[src/hw/rtl/rqi8_pkg.sv]
package rqi8_pkg;

  localparam int unsigned CfgIdxW  = 2;
  localparam int unsigned CfgDataW = 32;
  localparam int unsigned DivW     = 31;
  localparam int unsigned AccW     = 32;

  localparam logic [CfgIdxW-1:0] CFG_DIVISOR = 2'd0;
  localparam logic [CfgIdxW-1:0] CFG_OFFSET  = 2'd1;

  localparam logic [1:0] LAST_LANE = 2'd3;
  localparam logic [7:0] SAT_POS   = 8'h7f;
  localparam logic [7:0] SAT_NEG   = 8'h80;

  typedef struct packed {
    logic [31:0] sample;
    logic        final_element;
  } in_t;

  typedef struct packed {
    logic [31:0] packed_word;
    logic [2:0]  bytes_valid;
    logic        final_word;
  } out_t;

  typedef enum logic [1:0] {
    ST_IDLE,
    ST_START,
    ST_DIV,
    ST_EMIT
  } state_e;

endpackage

[src/hw/rtl/rqi8_div.sv]
module rqi8_div (
  input  logic        clk_i,
  input  logic        rst_ni,
  input  logic        start_i,
  input  logic [31:0] sum_i,
  input  logic [30:0] divisor_i,
  output logic        done_o,
  output logic [7:0]  byte_o
);

  logic        run_q, run_d;
  logic        done_q, done_d;
  logic [4:0]  cnt_q, cnt_d;
  logic [30:0] rem_q, rem_d;
  logic [31:0] quo_q, quo_d;
  logic        neg_q, neg_d;

  logic [31:0] shifted;
  logic [32:0] diff;
  logic        ge;
  logic        hi_nz;
  logic        big;

  // restoring division, one quotient bit per cycle
  assign shifted = {rem_q, quo_q[31]};
  assign diff    = {1'b0, shifted} - {2'b00, divisor_i};
  assign ge      = ~diff[32];

  always_comb begin
    run_d  = run_q;
    done_d = 1'b0;
    cnt_d  = cnt_q;
    rem_d  = rem_q;
    quo_d  = quo_q;
    neg_d  = neg_q;
    if (start_i) begin
      run_d = 1'b1;
      cnt_d = 5'd31;
      rem_d = '0;
      neg_d = sum_i[31];
      quo_d = sum_i[31] ? (32'd0 - sum_i) : sum_i;
    end else if (run_q) begin
      rem_d = ge ? diff[30:0] : shifted[30:0];
      quo_d = {quo_q[30:0], ge};
      cnt_d = cnt_q - 5'd1;
      if (cnt_q == 5'd0) begin
        run_d  = 1'b0;
        done_d = 1'b1;
      end
    end
  end

  always_ff @(posedge clk_i or negedge rst_ni) begin
    if (!rst_ni) begin
      run_q  <= 1'b0;
      done_q <= 1'b0;
      cnt_q  <= '0;
    end else begin
      run_q  <= run_d;
      done_q <= done_d;
      cnt_q  <= cnt_d;
    end
  end

  always_ff @(posedge clk_i) begin
    rem_q <= rem_d;
    quo_q <= quo_d;
    neg_q <= neg_d;
  end

  // saturate to int8
  assign hi_nz = |quo_q[31:8];

  always_comb begin
    if (neg_q) begin
      big    = hi_nz | (quo_q[7] & (|quo_q[6:0]));
      byte_o = big ? rqi8_pkg::SAT_NEG : (8'd0 - quo_q[7:0]);
    end else begin
      big    = hi_nz | quo_q[7];
      byte_o = big ? rqi8_pkg::SAT_POS : quo_q[7:0];
    end
  end

  assign done_o = done_q;

endmodule

[src/hw/rtl/requantize_int32_to_int8_pack.sv]
// Each input item gets the bias added into a register, then loads the bit-serial
// divider, which finds the quotient one bit at a time; once the divider finishes,
// the byte is packed into the word. A new item is accepted only after the last one
// is through, and packing waits while a full word finds the output register busy.
// The output register holds a word while the next item is processed.
// Reset (rst_ni low, asynchronous): divisor 1, offset 0, lane and partial word cleared.
module requantize_int32_to_int8_pack (
  input  logic                                 clk_i,
  input  logic                                 rst_ni,
  input  logic                                 cfg_we_i,
  input  logic [rqi8_pkg::CfgIdxW-1:0]         cfg_idx_i,
  input  logic [rqi8_pkg::CfgDataW-1:0]        cfg_data_i,
  input  logic                                 in_valid_i,
  output logic                                 in_ready_o,
  input  rqi8_pkg::in_t                        in_data_i,
  output logic                                 out_valid_o,
  input  logic                                 out_ready_i,
  output rqi8_pkg::out_t                       out_data_o
);

  rqi8_pkg::state_e state_q, state_d;

  logic [30:0] divisor_q;
  logic [31:0] offset_q;
  logic [31:0] sum_q;
  logic        last_q;
  logic [1:0]  lane_q;
  logic [23:0] partial_q;
  logic        out_valid_q;
  rqi8_pkg::out_t out_q;

  logic [30:0] div_eff;
  logic        div_start;
  logic        div_done;
  logic [7:0]  div_byte;
  logic        in_xfer;
  logic        word_out;
  logic        out_free;
  logic        emit_out;
  logic        emit_keep;
  logic [31:0] word;

  assign div_eff = (divisor_q == 31'd0) ? 31'd1 : divisor_q;

  rqi8_div u_div (
    .clk_i     (clk_i),
    .rst_ni    (rst_ni),
    .start_i   (div_start),
    .sum_i     (sum_q),
    .divisor_i (div_eff),
    .done_o    (div_done),
    .byte_o    (div_byte)
  );

  assign word_out = (lane_q == rqi8_pkg::LAST_LANE) | last_q;
  assign out_free = ~out_valid_q | out_ready_i;
  assign word     = {8'd0, partial_q} | ({24'd0, div_byte} << {lane_q, 3'b000});

  always_comb begin
    state_d = state_q;
    case (state_q)
      rqi8_pkg::ST_IDLE:  if (in_valid_i) state_d = rqi8_pkg::ST_START;
      rqi8_pkg::ST_START: state_d = rqi8_pkg::ST_DIV;
      rqi8_pkg::ST_DIV:   if (div_done) state_d = rqi8_pkg::ST_EMIT;
      rqi8_pkg::ST_EMIT:  if (!word_out || out_free) state_d = rqi8_pkg::ST_IDLE;
      default:            state_d = rqi8_pkg::ST_IDLE;
    endcase
  end

  always_comb begin
    in_ready_o = 1'b0;
    div_start  = 1'b0;
    emit_out   = 1'b0;
    emit_keep  = 1'b0;
    case (state_q)
      rqi8_pkg::ST_IDLE:  in_ready_o = 1'b1;
      rqi8_pkg::ST_START: div_start = 1'b1;
      rqi8_pkg::ST_EMIT: begin
        emit_out  = word_out & out_free;
        emit_keep = ~word_out;
      end
      default: ;
    endcase
  end

  assign in_xfer = in_valid_i & in_ready_o;

  always_ff @(posedge clk_i or negedge rst_ni) begin
    if (!rst_ni) begin
      state_q     <= rqi8_pkg::ST_IDLE;
      divisor_q   <= 31'd1;
      offset_q    <= '0;
      lane_q      <= '0;
      partial_q   <= '0;
      out_valid_q <= 1'b0;
    end else begin
      state_q <= state_d;
      if (cfg_we_i) begin
        case (cfg_idx_i)
          rqi8_pkg::CFG_DIVISOR: divisor_q <= cfg_data_i[30:0];
          rqi8_pkg::CFG_OFFSET:  offset_q  <= cfg_data_i;
          default: ;
        endcase
      end
      if (emit_out) begin
        lane_q      <= '0;
        partial_q   <= '0;
        out_valid_q <= 1'b1;
      end else begin
        if (emit_keep) begin
          lane_q    <= lane_q + 2'd1;
          partial_q <= word[23:0];
        end
        if (out_ready_i) out_valid_q <= 1'b0;
      end
    end
  end

  always_ff @(posedge clk_i) begin
    if (in_xfer) begin
      sum_q  <= in_data_i.sample + offset_q;
      last_q <= in_data_i.final_element;
    end
    if (emit_out) begin
      out_q.packed_word <= word;
      out_q.bytes_valid <= {1'b0, lane_q} + 3'd1;
      out_q.final_word  <= last_q;
    end
  end

  assign out_valid_o = out_valid_q;
  assign out_data_o  = out_q;

  a_done_in_div: assert property (@(posedge clk_i) disable iff (!rst_ni)
    div_done |-> (state_q == rqi8_pkg::ST_DIV))
    else $error("divider finished outside divide phase");

  a_no_overwrite: assert property (@(posedge clk_i) disable iff (!rst_ni)
    emit_out |-> (!out_valid_q || out_ready_i))
    else $error("pending output word overwritten");

  a_accept_starts: assert property (@(posedge clk_i) disable iff (!rst_ni)
    in_xfer |=> (state_q == rqi8_pkg::ST_START))
    else $error("accepted item did not start division");

  a_bytes_range: assert property (@(posedge clk_i) disable iff (!rst_ni)
    out_valid_q |-> (out_q.bytes_valid != 3'd0 && out_q.bytes_valid <= 3'd4))
    else $error("bytes_valid out of range");

endmodule

[config.mk]
export PLATFORM = sky130hd
export DESIGN_NAME = requantize_int32_to_int8_pack
export DESIGN_NICKNAME = d
export VERILOG_FILES = /design/src/hw/rtl/rqi8_pkg.sv /design/src/hw/rtl/rqi8_div.sv /design/src/hw/rtl/requantize_int32_to_int8_pack.sv
export SDC_FILE = /design/constraint.sdc
export NUM_CORES = 1
export LEC_CHECK = 0
export BUFFER_PORTS_ARGS = -buffer_cell sky130_fd_sc_hd__clkbuf_2
export CORE_MARGIN = 1
export CORE_UTILIZATION = 55
export DETAILED_ROUTE_END_ITERATION = 10
export PLACE_DENSITY = 0.77
export REMOVE_ABC_BUFFERS = 1
export SKIP_LAST_GASP = 1
export SLEW_MARGIN = 20
export SYNTH_ARGS = -nofsm -noshare
export SYNTH_HDL_FRONTEND = slang
export SYNTH_SLANG_ARGS = --single-unit
[constraint.sdc]
create_clock -name clk_i -period 3.5 [get_ports clk_i]
set_input_delay 0.35 -clock clk_i [delete_from_list [all_inputs] [get_ports clk_i]]
set_output_delay 0.35 -clock clk_i [all_outputs]
set_load 0.01 [all_outputs]
After elaboration in Yosys (flattened, before gate mapping)
Index checks and enable logic that the tools add are counted.
Operators by class
  add/subtract/negate cells: 7
  eq/ne operators: 8
  shift operators: 1
  mux-type cells: 30
  bitwise gates (word level): 11
  reductions and logical operators: 14
Operators with widths (count)
  $mux W32: 3
  $mux W31: 2
  $mux W24: 2
  $sub A32 B31 Y33: 1
  $add A32 B32 Y32: 1
  $or A24 B32 Y32: 1
  $shl A8 B5 Y32: 1
  $sub A1 B32 Y32 const A: 1
  $logic_not A31 Y1: 1
  $mux W8: 3
  $reduce_or A24 Y1: 1
  $mux W1: 12
  $mux W2: 5
  $mux W5: 2
  $pmux W2 S4: 1
  $sub A1 B8 Y8 const A: 1
  $reduce_or A7 Y1: 1
  $eq A2 B2 Y1 const B: 3
  $reduce_bool A2 Y1: 3
  $logic_not A5 Y1: 1
  $sub A5 B1 Y5 const B: 1
  $eq A2 B1 Y1 const B: 2
  $logic_not A2 Y1: 2
  $ne A2 B2 Y1 const B: 2
  other kinds (10): 18
Storage, ports and cells
  register bits after elaboration: 232
  output and inout bits: 38
  word-level logic and storage cells: 88

Depth between registers and ports, before layout
  depth after elaboration: 9
  gate-level depth with buffers: 16
  depth with buffers taken out: 14

Hierarchy
Synthesis repeated with hierarchy kept, for this count alone.
Second synthesis, totals
  cells, all modules: 1317
  area, all modules: 13365.3 sq um
Modules (own cells, without submodules)
  requantize_int32_to_int8_pack: instances 1, cells an instance 616, area each 7633.6 sq um, sequential area each 4375.4 sq um
  rqi8_div: instances 1, cells an instance 701, area each 5731.7 sq um, sequential area each 1786.7 sq um

Least setup slack after synthesis
No wires, ideal clock.
  path kind: reg-to-reg
  start: reg divisor_q[8]
  end: reg u_div.quo_q[0] (data pin)
  setup time: 267 ps
  arrival: 3338 ps
  required time: 3233 ps
  slack: -105 ps
  cell stages (with the launch flop): 16
  buffers on the path: 2
  period minus slack after synthesis: 3605 ps
  path through: dfrtp_1 -> nor4_1 -> nand4_1 -> o21bai_1 -> ha_1 -> fa_1 -> nor2b_1 -> o31a_1 -> o311ai_0 -> a211o_1 -> a31oi_1 -> or2_2 -> clkbuf_1 -> clkbuf_1 -> nor2_1 -> a21oi_1
Between the ends
  cells in the longest elaborated chain, start to end: 6
Ends and longest elaborated chain
  start, declared: line requantize_int32_to_int8_pack.sv:23  | logic [30:0] divisor_q;
  start signal, assigned: line requantize_int32_to_int8_pack.sv:100  | rqi8_pkg::CFG_DIVISOR: divisor_q <= cfg_data_i[30:0];
  $logic_not A31 Y1: line requantize_int32_to_int8_pack.sv:43  | assign div_eff = (divisor_q == 31'd0) ? 31'd1 : divisor_q;
  $mux W31 (*): line requantize_int32_to_int8_pack.sv:43
  $sub A32 B31 Y33 (*): line rqi8_div.sv:26  | assign diff = {1'b0, shifted} - {2'b00, divisor_i};
  $not A1 Y1 (*): line rqi8_div.sv:27  | assign ge = ~diff[32];
  $mux W32 (*): line rqi8_div.sv:42  | end else if (run_q) begin
  $mux W32 (*): line rqi8_div.sv:36  | if (start_i) begin
  named net u_div.quo_d[0]: line rqi8_div.sv:15  | logic [31:0] quo_q, quo_d;
  end signal, assigned: line rqi8_div.sv:67  | quo_q <= quo_d;
  end, declared: line rqi8_div.sv:15
Mark *: on every way through the listed nets, which the timed path passes. The rest lies on a longest branch. The select of a mux whose other input is x is not followed.
A chain may end at the register's enable or synchronous reset.

Final worst setup path
  start: reg divisor_q[23]
  end: reg u_div.rem_q[9]
Between the ends
  cells in the longest elaborated chain, start to end: 4
Ends and longest elaborated chain
  $logic_not A31 Y1: line requantize_int32_to_int8_pack.sv:43
  $mux W31 (*): line requantize_int32_to_int8_pack.sv:43
  $sub A32 B31 Y33 (*): line rqi8_div.sv:26
  $mux W31 (*): line rqi8_div.sv:43  | rem_d = ge ? diff[30:0] : shifted[30:0];
  end signal, assigned: line rqi8_div.sv:66  | rem_q <= rem_d;
  end, declared: line rqi8_div.sv:14  | logic [30:0] rem_q, rem_d;
Mark *: on every way between the ends. The rest lies on a longest branch, timed or not.

==> flow_summary.json <==
{
  "status": "finished with violations",
  "failed_checks": "setup timing",
  "fmax_ghz": 0.2749,
  "ys_ff_latch": 232,
  "synth_mux_area_share_pct": 4.077,
  "die_y_um": 155.5,
  "antenna_found_initial": 2,
  "portBuffers": 109,
  "worst-path-buf-inv": 4,
  "synth_xor_area_share_pct": 5.410,
  "viasPerCell": 5.797,
  "dpl-instance-area_um2": 13970,
  "slew_violations": 0,
  "synthAdderAreaFrac_pct": 7.168,
  "design_area_um2": 15100,
  "hpwl_um": 21100,
  "synth_edf_count": 102,
  "cp_top_family": "compound AO/OA/AOI/OAI gates",
  "gp_congestion": 0.8862,
  "required_ns": 3.94,
  "wl_per_cell_um": 17.09,
  "critical_path_class": "reg -> reg",
  "cts_made_buffers": 25,
  "insertion_delay_ns": 0.53,
  "numClockSinks": 232,
  "combPwrFrac_pct": 46.0,
  "vias": 10160,
  "cts_htree_levels": 1,
  "crit_path_end_kind": "register",
  "wl_um": 29960,
  "p_sw_w": 0.005175,
  "area_growth_syn_to_layout_pct": 16.60,
  "rsz0062_at_grt": "yes",
  "tritoncts": "done",
  "synth_compound_area_share_pct": 19.00,
  "clkTransAtPathRegs_ns": 0.06,
  "setup_viol": 28,
  "grt_pass1_vias": 9742,
  "async_flop_share_pct": 42.67,
  "fin_cells": 1753,
  "vdd_drop_max_v": 0.0006972,
  "final.period_utilization_pct": 103.9,
  "dp_cells": 1695,
  "synth_cell_type_count": 70,
  "num-nets-final": 1564,
  "placementRows": 55,
  "critPathMaxStageDelay_ns": 0.40,
  "critPathSlowestCell": "dfrtp_1",
  "dieArea_um2": 24170,
  "cpMostUsedCell": "buf_4",
  "die_x_um": 155.5,
  "dr.pass1.iters": 5,
  "finalCoreUtilization_pct": 66.10,
  "fp.coreArea_um2": 22850,
  "worstHoldPathCells": 2,
  "skew_ns": 0.009806,
  "p_int_w": 0.008270,
  "hold_path.class": "in -> reg",
  "p_leak_nw": 6.725,
  "dominantRegCellSynth": "edfxtp_1",
  "fin_ws_ns": -0.1374,
  "grt.overflow.total": 0,
  "switching_share_pct": 38.49,
  "ys_seq_area_share_pct": 47.58,
  "ant_nets": 0,
  "reg2regPathDepth": 17,
  "min_from": "cfg_data_i[31]",
  "grt_max_degree": 101,
  "grt_util_all_layers_pct": 24.56,
  "rrSetupSlack_ns": -0.14,
  "whs_ns": 0.05670,
  "grt_pass1_wl_um": 47620,
  "timing.rr.start": "divisor_q[23]$_DFFE_PN0P_",
  "drcViolationCount": 0,
  "crit_path_max_fanout": 7,
  "syn_avg_cell_area_um2": 9.979,
  "reg2reg_to": "u_div.rem_q[9]$_SDFFE_PP0P_",
  "multi_input_area_um2": 6509,
  "cp.arrival_ns": 4.07,
  "io_pins": 110,
  "cts_root_buf": "clkbuf_16",
  "min_to": "offset_q[31]$_DFFE_PN0P_",
  "finalHoldViolations": 0,
  "path_cells": "nor4_2, nand4_1, o21bai_1, ha_2, fa_2, nor2b_2, o31a_1, o311ai_1, buf_4, a211o_1, a31oi_2, buf_4, nor2_4, buf_6, clkbuf_16, nand2_2, a311oi_1",
  "synth_top_family_by_area": "compound AO/OA/AOI/OAI gates",
  "slew_headroom_pct": 43.32,
  "initial_core_util_pct": 56.69,
  "worstSetupStartpointType": "register",
  "clock_path_buffers": 3,
  "power_frac_seq_pct": 34.1,
  "fin_crit_ns": 3.637,
  "synth_cells": 1298,
  "drive_gt1_share_pct": 19.33,
  "power.density_nw_per_um2": 890.3,
  "regArea_um2": 6163,
  "yosys_warnings": 0,
  "p_clk_share_pct": 19.9,
  "synthSimpleGateAreaFrac_pct": 13.32,
  "maxCapViolCount": 0,
  "fillers": 1817,
  "tightest_slew_ns": 0.8424,
  "synth_area_um2": 12950,
  "drtIter0Drc": 642
}
final cells by class:
class / instances / area share, %
well taps: 313 / 2.593
diodes: 2 / 0.03314
flip-flops and latches: 232 / 40.81
clock buffers: 34 / 4.979
multi-input cells: 947 / 43.10
repair buffers: 150 / 6.247
clock inverters: 12 / 0.6711
inverters: 63 / 1.566
worst reg2reg max path: cells and delay by family (launching register included):
family,cells,cell delay [ns]
AOI/OAI and AO/OA,6,1.21
adders and majority gates,2,0.44
buffers and inverters,4,0.68
DFF,1,0.40
and+or+nand+nor,5,0.83
layer usage:
layer  GRT usage (%)  vias up  part of all wire, %
li1                -     4965                    -
met1           30.85     4839                   42
met2           42.64      279                   50
met3           3.231       79                  4.2
met4           10.32        0                  4.1
met5               0        -                    0
flip-flops by register name, indices dropped and copies added, names as in the netlist:
signal,flops
u_div.run_q,1
partial_q,24
divisor_q,31
u_div.cnt_q,5
offset_q,32
out_valid_o,1
u_div.quo_q,32
u_div.neg_q,1
out_data_o,36
sum_q,32
last_q,1
u_div.done_o,1
u_div.rem_q,31
lane_q,2
state_q,2
per-stage QoR:
stage	setup WS (ns)	TNS [ns]	total power, W
after floorplan	-0.8624	-24.29	0.008612
after global placement	-0.1700	-0.7224	0.009995
after detailed placement	-0.1897	-0.9553	0.01017
after CTS	-0.01045	-0.03468	0.01309
after global routing	-0.2703	-6.289	0.01430
final	-0.1374	-2.185	0.01345
worst max-delay path by stage:
stage,start,to,slack (ns),cells past startpoint
floorplan,divisor_q[1]$_DFFE_PN0P_,u_div.rem_q[27]$_SDFFE_PP0P_,-0.86,13
global placement,divisor_q[23]$_DFFE_PN0P_,u_div.rem_q[29]$_SDFFE_PP0P_,-0.17,13
detailed placement,divisor_q[19]$_DFFE_PN0P_,u_div.rem_q[29]$_SDFFE_PP0P_,-0.19,13
CTS,divisor_q[22]$_DFFE_PN0P_,u_div.rem_q[16]$_SDFFE_PP0P_,-0.01,17
global route,divisor_q[23]$_DFFE_PN0P_,u_div.rem_q[4]$_SDFFE_PP0P_,-0.27,17
finish,divisor_q[23]$_DFFE_PN0P_,u_div.rem_q[9]$_SDFFE_PP0P_,-0.14,17
Yosys cell counts (all sizes together), types with 5 or more instances:
cell | n | area [um^2]
and2 | 8 | 50.05
nand3 | 12 | 60.06
ha | 71 | 888.4
mux2i | 10 | 100.1
a311oi | 6 | 52.55
nor2 | 115 | 431.7
xor2 | 45 | 394.1
nand4 | 10 | 62.56
a31oi | 9 | 56.30
o31ai | 10 | 75.07
dfrtp | 98 | 2452
o21bai | 9 | 67.56
clkbuf | 52 | 195.2
nor2b | 8 | 50.05
nand2 | 108 | 405.4
edfxtp | 102 | 3063
and4 | 5 | 43.79
inv | 63 | 236.5
o21a | 6 | 45.04
a21oi | 120 | 600.6
dfxtp | 31 | 620.6
a21boi | 14 | 105.1
or3 | 11 | 78.82
or2 | 7 | 43.79
o41ai | 7 | 68.82
nor4 | 19 | 118.9
xnor2 | 35 | 306.5
and3 | 16 | 100.1
mux2 | 38 | 427.9
nor3 | 17 | 85.08
nand2b | 16 | 100.1
a211oi | 25 | 187.7
o21ai | 73 | 365.4
a21o | 63 | 473.0
o211ai | 7 | 52.55
placed cells by master (no fill, tap or decap), types with 24 or more instances in the layout:
| cell | count |
|---|---|
| a211oi_1 | 24 |
| clkbuf_16 | 28 |
| ha_1 | 69 |
| inv_1 | 63 |
| xnor2_1 | 35 |
| a21oi_1 | 110 |
| a21o_1 | 63 |
| o21ai_0 | 71 |
| dfxtp_1 | 31 |
| xor2_1 | 45 |
| mux2_2 | 38 |
| nand2_1 | 105 |
| clkbuf_2 | 108 |
| edfxtp_1 | 102 |
| buf_4 | 33 |
| nor2_1 | 111 |
| dfrtp_1 | 97 |
power groups by stage:
stage	clock network (W)	registers (W)	logic (W)
floorplan	0	0.00446	0.00415
global placement	0	0.00455	0.00545
detailed placement	0	0.00459	0.00558
CTS	0.00270	0.00456	0.00583
global route	0.00281	0.00468	0.00681
finish	0.00267	0.00459	0.00618
repair_timing:
action | CTS | global route
setup endpoints to repair | 22 | 35
gates resized for setup | 10 | 32
hold buffers | 2 | 0
pin swaps | 10 | 35
setup buffers | 2 | 3
endpoints found under the hold margin | 50 | 0
gates cloned | 1 | 2
cells by family (layout without fill, tap and decap cells):
family                   after synthesis  count (layout)
XOR/XNOR                              80              80
adder cells (fa/ha/maj)               73              73
AO/OA/AOI/OAI                        383             383
flip-flops                           232             232
AND/OR/NAND/NOR                      363             363
other                                  0               2
buffers and inverters                119             259
multiplexers                          48              48
Note: power is estimated with default switching activity, not from simulation.
